File: config.mk
export PLATFORM = sky130hd
export DESIGN_NAME = nwl_ctrl
export DESIGN_NICKNAME = d
export VERILOG_FILES = /design/src/hw/rtl/nwl_pkg.sv /design/src/hw/rtl/nwl_ctrl.sv
export SDC_FILE = /design/constraint.sdc
export NUM_CORES = 1
export LEC_CHECK = 0
export BUFFER_PORTS_ARGS = -buffer_cell sky130_fd_sc_hd__buf_2
export CAP_MARGIN = 20
export CORE_AREA = 2 2 39 41
export CTS_BUF_LIST = sky130_fd_sc_hd__clkbuf_4 sky130_fd_sc_hd__clkbuf_8 sky130_fd_sc_hd__clkbuf_16
export DETAILED_ROUTE_END_ITERATION = 10
export DIE_AREA = 0 0 41 43
export MAX_ROUTING_LAYER = met4
export PLACE_DENSITY = 0.58
export SLEW_MARGIN = 20
export SYNTH_ARGS = -nofsm -noshare
export SYNTH_HDL_FRONTEND = slang
export SYNTH_SLANG_ARGS = --single-unit
File: constraint.sdc
create_clock -name clk_i -period 2.2 [get_ports clk_i]
set_input_delay 0.66 -clock clk_i [delete_from_list [all_inputs] [get_ports clk_i]]
set_output_delay 0.66 -clock clk_i [all_outputs]
set_load 0.01 [all_outputs]
File: src/hw/rtl/nwl_pkg.sv
// Shared types and constants for the nearest waypoint lookahead block.
package nwl_pkg;

  localparam int unsigned MAX_POINTS = 1024;
  localparam int unsigned ADDR_W     = $clog2(MAX_POINTS);
  localparam int unsigned CNT_W      = $clog2(MAX_POINTS + 1);
  localparam int unsigned LOOK_W     = 10;
  localparam int unsigned IDX_W      = 10;
  localparam int unsigned SEL_W      = ((ADDR_W > LOOK_W) ? ADDR_W : LOOK_W) + 1;
  localparam int unsigned COORD_W    = 32;
  localparam int unsigned DIST_W     = 2 * COORD_W + 1;

  localparam logic [1:0] CMD_CLEAR  = 2'd0;
  localparam logic [1:0] CMD_APPEND = 2'd1;
  localparam logic [1:0] CMD_QUERY  = 2'd2;

  localparam logic [1:0] STAT_DONE   = 2'd0;
  localparam logic [1:0] STAT_FULL   = 2'd1;
  localparam logic [1:0] STAT_ANSWER = 2'd2;
  localparam logic [1:0] STAT_EMPTY  = 2'd3;

  typedef struct packed {
    logic        [1:0]  command;
    logic signed [31:0] point_x;
    logic signed [31:0] point_y;
    logic signed [31:0] point_heading;
    logic signed [31:0] point_speed;
    logic signed [31:0] point_yaw_rate;
  } nwl_in_t;

  typedef struct packed {
    logic        [1:0]       status;
    logic        [IDX_W-1:0] found_index;
    logic signed [31:0]      out_x;
    logic signed [31:0]      out_y;
    logic signed [31:0]      out_heading;
    logic signed [31:0]      out_speed;
    logic signed [31:0]      out_yaw_rate;
  } nwl_out_t;

  typedef struct packed {
    logic [31:0] x;
    logic [31:0] y;
    logic [31:0] heading;
    logic [31:0] speed;
    logic [31:0] yaw_rate;
  } nwl_wp_t;

  typedef struct packed {
    logic       latch_in;
    logic       clear_cnt;
    logic       append;
    logic       scan_start;
    logic       scan_rd;
    logic       sel_calc;
    logic       sel_rd;
    logic       load_out;
    logic [1:0] out_status;
  } nwl_cmd_t;

  typedef struct packed {
    logic [1:0] command;
    logic       empty;
    logic       full;
    logic       scan_last;
    logic       pipe_busy;
    logic       out_free;
  } nwl_sts_t;

endpackage

File: src/hw/rtl/nwl_ctrl.sv
// Controller state machine: decode, scan, drain, select, fetch and respond.
module nwl_ctrl (
  input  logic              clk_i,
  input  logic              rst_ni,
  input  logic              in_valid_i,
  output logic              in_stall_o,
  input  nwl_pkg::nwl_sts_t sts_i,
  output nwl_pkg::nwl_cmd_t cmd_o
);
  import nwl_pkg::*;

  localparam logic [2:0] S_IDLE   = 3'd0;
  localparam logic [2:0] S_DECODE = 3'd1;
  localparam logic [2:0] S_SCAN   = 3'd2;
  localparam logic [2:0] S_DRAIN  = 3'd3;
  localparam logic [2:0] S_SEL    = 3'd4;
  localparam logic [2:0] S_FETCH  = 3'd5;
  localparam logic [2:0] S_RESP   = 3'd6;

  logic [2:0] state_q, state_d;
  logic [1:0] resp_q, resp_d;

  assign in_stall_o = (state_q != S_IDLE);

  always_comb begin
    state_d = state_q;
    resp_d  = resp_q;
    cmd_o   = '0;
    cmd_o.out_status = resp_q;
    case (state_q)
      S_IDLE: begin
        if (in_valid_i) begin
          cmd_o.latch_in = 1'b1;
          state_d = S_DECODE;
        end
      end
      S_DECODE: begin
        state_d = S_RESP;
        resp_d  = STAT_DONE;
        case (sts_i.command)
          CMD_CLEAR: begin
            cmd_o.clear_cnt = 1'b1;
          end
          CMD_APPEND: begin
            if (sts_i.full) begin
              resp_d = STAT_FULL;
            end else begin
              cmd_o.append = 1'b1;
            end
          end
          CMD_QUERY: begin
            if (sts_i.empty) begin
              resp_d = STAT_EMPTY;
            end else begin
              cmd_o.scan_start = 1'b1;
              resp_d  = STAT_ANSWER;
              state_d = S_SCAN;
            end
          end
          default: begin
            resp_d = STAT_DONE;
          end
        endcase
      end
      S_SCAN: begin
        cmd_o.scan_rd = 1'b1;
        if (sts_i.scan_last) begin
          state_d = S_DRAIN;
        end
      end
      S_DRAIN: begin
        if (!sts_i.pipe_busy) begin
          state_d = S_SEL;
        end
      end
      S_SEL: begin
        cmd_o.sel_calc = 1'b1;
        state_d = S_FETCH;
      end
      S_FETCH: begin
        cmd_o.sel_rd = 1'b1;
        state_d = S_RESP;
      end
      S_RESP: begin
        if (sts_i.out_free) begin
          cmd_o.load_out = 1'b1;
          state_d = S_IDLE;
        end
      end
      default: begin
        state_d = S_IDLE;
      end
    endcase
  end

  always_ff @(posedge clk_i or negedge rst_ni) begin
    if (!rst_ni) begin
      state_q <= S_IDLE;
      resp_q  <= STAT_DONE;
    end else begin
      state_q <= state_d;
      resp_q  <= resp_d;
    end
  end

endmodule

# == Word level (Yosys, flattened, before mapping) ==
# Cells that the tools add are included.
# word_totals
ff_bits,5
# classes
eq_ne,12
muxes,23
n_reduce_logical,4
# ops
cell,n
two-way mux 3 bit,7
one-hot mux 3 bit (7 select lines),1
two-way mux 1 bit,14
equality test 3 bit (second input constant),3
inequality test 2 bit (second input constant),4
equality test 3 x 2 -> 1 bit (second input constant),2
one-hot mux 2 bit (2 select lines),1
AND reduction 4 bit,1
equality test 3 x 1 -> 1 bit (second input constant),1
logical NOT 3 bit,1
nonzero test 3 bit,1
equality test 2 x 1 -> 1 bit (second input constant),1
equality test 2 bit (second input constant),1
logical NOT 2 bit,1

# == Depth between registers and ports, before layout ==
# logic_depth
word_depth,3
depth_mapped,5

# == Least setup slack after synthesis ==
# No wires, ideal clock.
# synth_path
path_type,input to output
start,in sts_i[5] (netlist name)
end,out cmd_o[6] (netlist name)
t_arrival_ns,1.199
t_required_ns,1.540
path_slack_ns,0.341
path_stages,4
path_buffers,0
cell_sequence,inv_1 > ha_1 > nor2b_1 > and2_1
# synth_lines
element,line_no,text
start: declaration,nwl_ctrl.sv:7,"input nwl_pkg::nwl_sts_t sts_i,"
end: declaration,nwl_ctrl.sv:8,output nwl_pkg::nwl_cmd_t cmd_o

==> key figures <==
Status
  • Status: finished clean

Logic synthesis
  • Multiplexer share of the synthesized area: under 10%
  • Simple-Gate Fraction of Synth Area: about a third
  • Share of the synthesized area in the top cell type: 30.2%
  • Synth warn: 0
  • Synth Area in Compound Gates: approximately an eighth
  • Post-synthesis instance area: between 400 and 500 um^2
  • Number of flops mapped to enable cells by yosys: 0
  • Yosys cell types: 23
  • Yosys top cell by area: dfrtp_1
  • Synth async-reset ratio: 100%
  • Ranking of synthesized cells by area: dfrtp_1, ha_1, nand2_1
  • Most used DFF post-synth: dfrtp_1
  • Mapped Nets: between 60 and 70
  • XOR/XNOR Fraction of Synth Area: 0%
  • Adder-Cell Fraction of Synth Area: approximately an eighth
  • Commonest cells in the netlist: nand2_1, dfrtp_1, ha_1, inv_1, nor2_1
  • Most frequent cell after synthesis: nand2_1
  • Post-synthesis register bit count: 5
  • Syn avg cell area: 8.63 um^2
  • Seq/Total Area, Yosys: 30.2%
  • Cell count after synthesis: 48
  • Largest family of logic cells by synthesized area: simple AND/OR/NAND/NOR gates

Power and ir drop
  • Total power density per cell area: approximately 1100 nW/um^2
  • Power Internal: roughly 400 uW
  • Sequential power share: between 30 and 40%
  • Peak supply drop: 425 uV
  • Cell leakage power: about 0.32 nW
  • Clock power share: 18.0%
  • Net Sw Power: 246 uW
  • Combinational power share: between 50% and 60%
  • Sw Share: ~39%

Drt
  • ANT nets after route: 0
  • Via count: 377
  • Drt pass-1 iters: 4
  • Drt drc: 0
  • Drt via density: roughly 4.3
  • Initial DRC count: 2
  • Routed len/inst: 9.36 um
  • Post-Route WL: 814 um

STA
  • Max_slew headroom: approximately 82%
  • Setup-failing EPs final: 0
  • Final Critical Period: approximately 2.1 ns
  • Period utilization: 94.9%
  • Worst clock skew: 0.00304 ns
  • Peak Freq: ~480 MHz
  • Final Worst Setup Slack: roughly 0.11 ns
  • Slew at the pin with the worst max-slew slack: between 0.2 and 0.3 ns
  • RSZ-0062 raised after global routing: false
  • Slew Limit Fails: 0
  • Setup TNS: 0 ns
  • Hold Vio Cnt, Final: 0

Cells and area
  • Register area: about 130 um^2
  • # fillers: 160
  • # nets final: between 80 and 90
  • Footprint of the multi-input gates: 258 um^2
  • Antenna cell count: 0
  • Area growth syn-to-layout: 36.6%
  • Share of cells above drive strength 1: between 40% and 50%

Job
  • Max_cap viols: 0

GRT
  • Gr busiest metal: met2
  • GR Overflow Total: 0
  • Met2 usage: between 15 and 20%
  • M1 GR Usage: 12.8%
  • Pin count of the biggest net entering global routing: 12
  • Global-route wire length before repair: 1260 um
  • Total GRT Usage: 11.1%
  • Met3 Use GR: roughly 3.1%
  • Initial antenna violation count: 0
  • Vias in the first global route: 339

Setup path
  • Worst Path Max Fanout: 3
  • Type of origin of the critical path: primary input
  • Worst EP arrival: approximately 1.4 ns
  • Crit. End Element: primary output
  • Crit path kind: in -> out
  • CP required: 1.54 ns

Clocking
  • Num CTS Buffers: 3
  • CTS tree: done
  • Clk slew on worst S/H paths: 0.04 ns
  • CTS Hold Bufs: 0
  • Number of H-tree levels: 1
  • Clock Latency Late Sink: roughly 0.24 ns
  • Clock buffer depth: 2
  • Clk root buf: clkbuf_4
  • CTS sink count: 5

Placement
  • Hpwl dp: 666 um
  • Dpl ws: 0.0971 ns
  • Buffers on Ports: 20
  • GP Congestion: 0.683

Floorplanning
  • Row count: 14
  • Starting density of the core: between 20% and 30%
  • Die width: 41 um
  • Die H: about 43 um
  • Die area: between 1500 and 2000 um^2
  • # IOs: 21
  • CORE AREA: 1380 um^2

Hold path
  • HP Class: in -> async
## worst max-delay path, cell delays in order
cell and delay (ns):
buf_2 0.11, inv_1 0.09, ha_1 0.17, nor2b_1 0.15, and2_1 0.13, buf_2 0.12
## sequential cells by signal, summed over array words and instances, names as in the netlist
| register | flops |
|---|---|
| resp_q | 2 |
| state_q | 3 |
## stage by stage
stage | hold slack (ns) | utilization, % | power (mW) | cells | area, um^2
3_3_place_gp | 0.468 | 38.2 | 0.516 | 83 | 528
5_1_grt | 0.220 | 40.9 | 0.706 | 87 | 566
2_1_floorplan | 0.364 | - | 0.418 | 48 | 414
6_report | 0.225 | 40.9 | 0.636 | 87 | 566
4_1_cts | 0.219 | 40.3 | 0.639 | 87 | 558
3_5_place_dp | 0.466 | 38.2 | 0.518 | 83 | 528
## power groups by stage
stage / clock network, mW / logic, mW / registers (mW)
6_report: 0.115 / 0.324 / 0.198
5_1_grt: 0.126 / 0.370 / 0.210
4_1_cts: 0.121 / 0.328 / 0.190
3_5_place_dp: 0 / 0.327 / 0.191
3_3_place_gp: 0 / 0.326 / 0.190
2_1_floorplan: 0 / 0.253 / 0.166
## kinds of logic (layout without fill, tap and decap cells)
group,after synthesis,after routing
buf+inv,7,30
mux,1,1
flops,5,5
simple gates,23,23
compound gates,8,8
fa+ha+maj,4,4
## worst paths after layout
check	start	to	slack [ns]	depth (start not counted)
worst max-delay path	sts_i[5]	cmd_o[6]	0.11	6
worst min-delay path	rst_ni	state_q[2]	0.22	1
worst max register to register	state_q[2]	state_q[2]	0.97	4
worst min register to register	resp_q[1]	resp_q[1]	0.47	2
max in group asynchronous	rst_ni	state_q[1]	1.84	1
min in group clk_i	resp_q[1]	resp_q[1]	0.47	2
## metal layers
metal / vias to the layer above / routed length, um
met1: 165 / 383
met2: 7 / 399
met5: - / 0
met4: 0 / 0
li1: 205 / -
met3: 0 / 31
## what timing repair did
action                     in CTS  in global routing
buffers inserted                0                  0
setup endpoints to repair       0                  3
resized for setup               0                  3
## layout by cell type, fill, tap and decap left out
cell type / n
a22o_1: 2
nand2_1: 6
and2_1: 2
dfrtp_2: 2
clkbuf_4: 4
nand3_1: 1
ha_1: 4
buf_4: 2
a21o_1: 1
nor3b_1: 1
inv_1: 4
o32ai_1: 1
nor3b_2: 2
or2b_1: 2
dfrtp_1: 3
or3_1: 1
mux2i_1: 1
nor2b_1: 1
a21oi_1: 1
and3b_1: 1
or3b_4: 1
buf_2: 20
o21ai_0: 3
nor2_1: 4
or3b_1: 1
## area by class of cell
type / instances / share of cell area [%]
clock buffer: 4 / 5.31
inverter: 4 / 2.65
multi-input combinational: 36 / 45.6
sequential: 5 / 22.6
tap: 16 / 3.54
timing repair buffer: 22 / 20.4
Note: power is estimated with default switching activity, not from simulation.
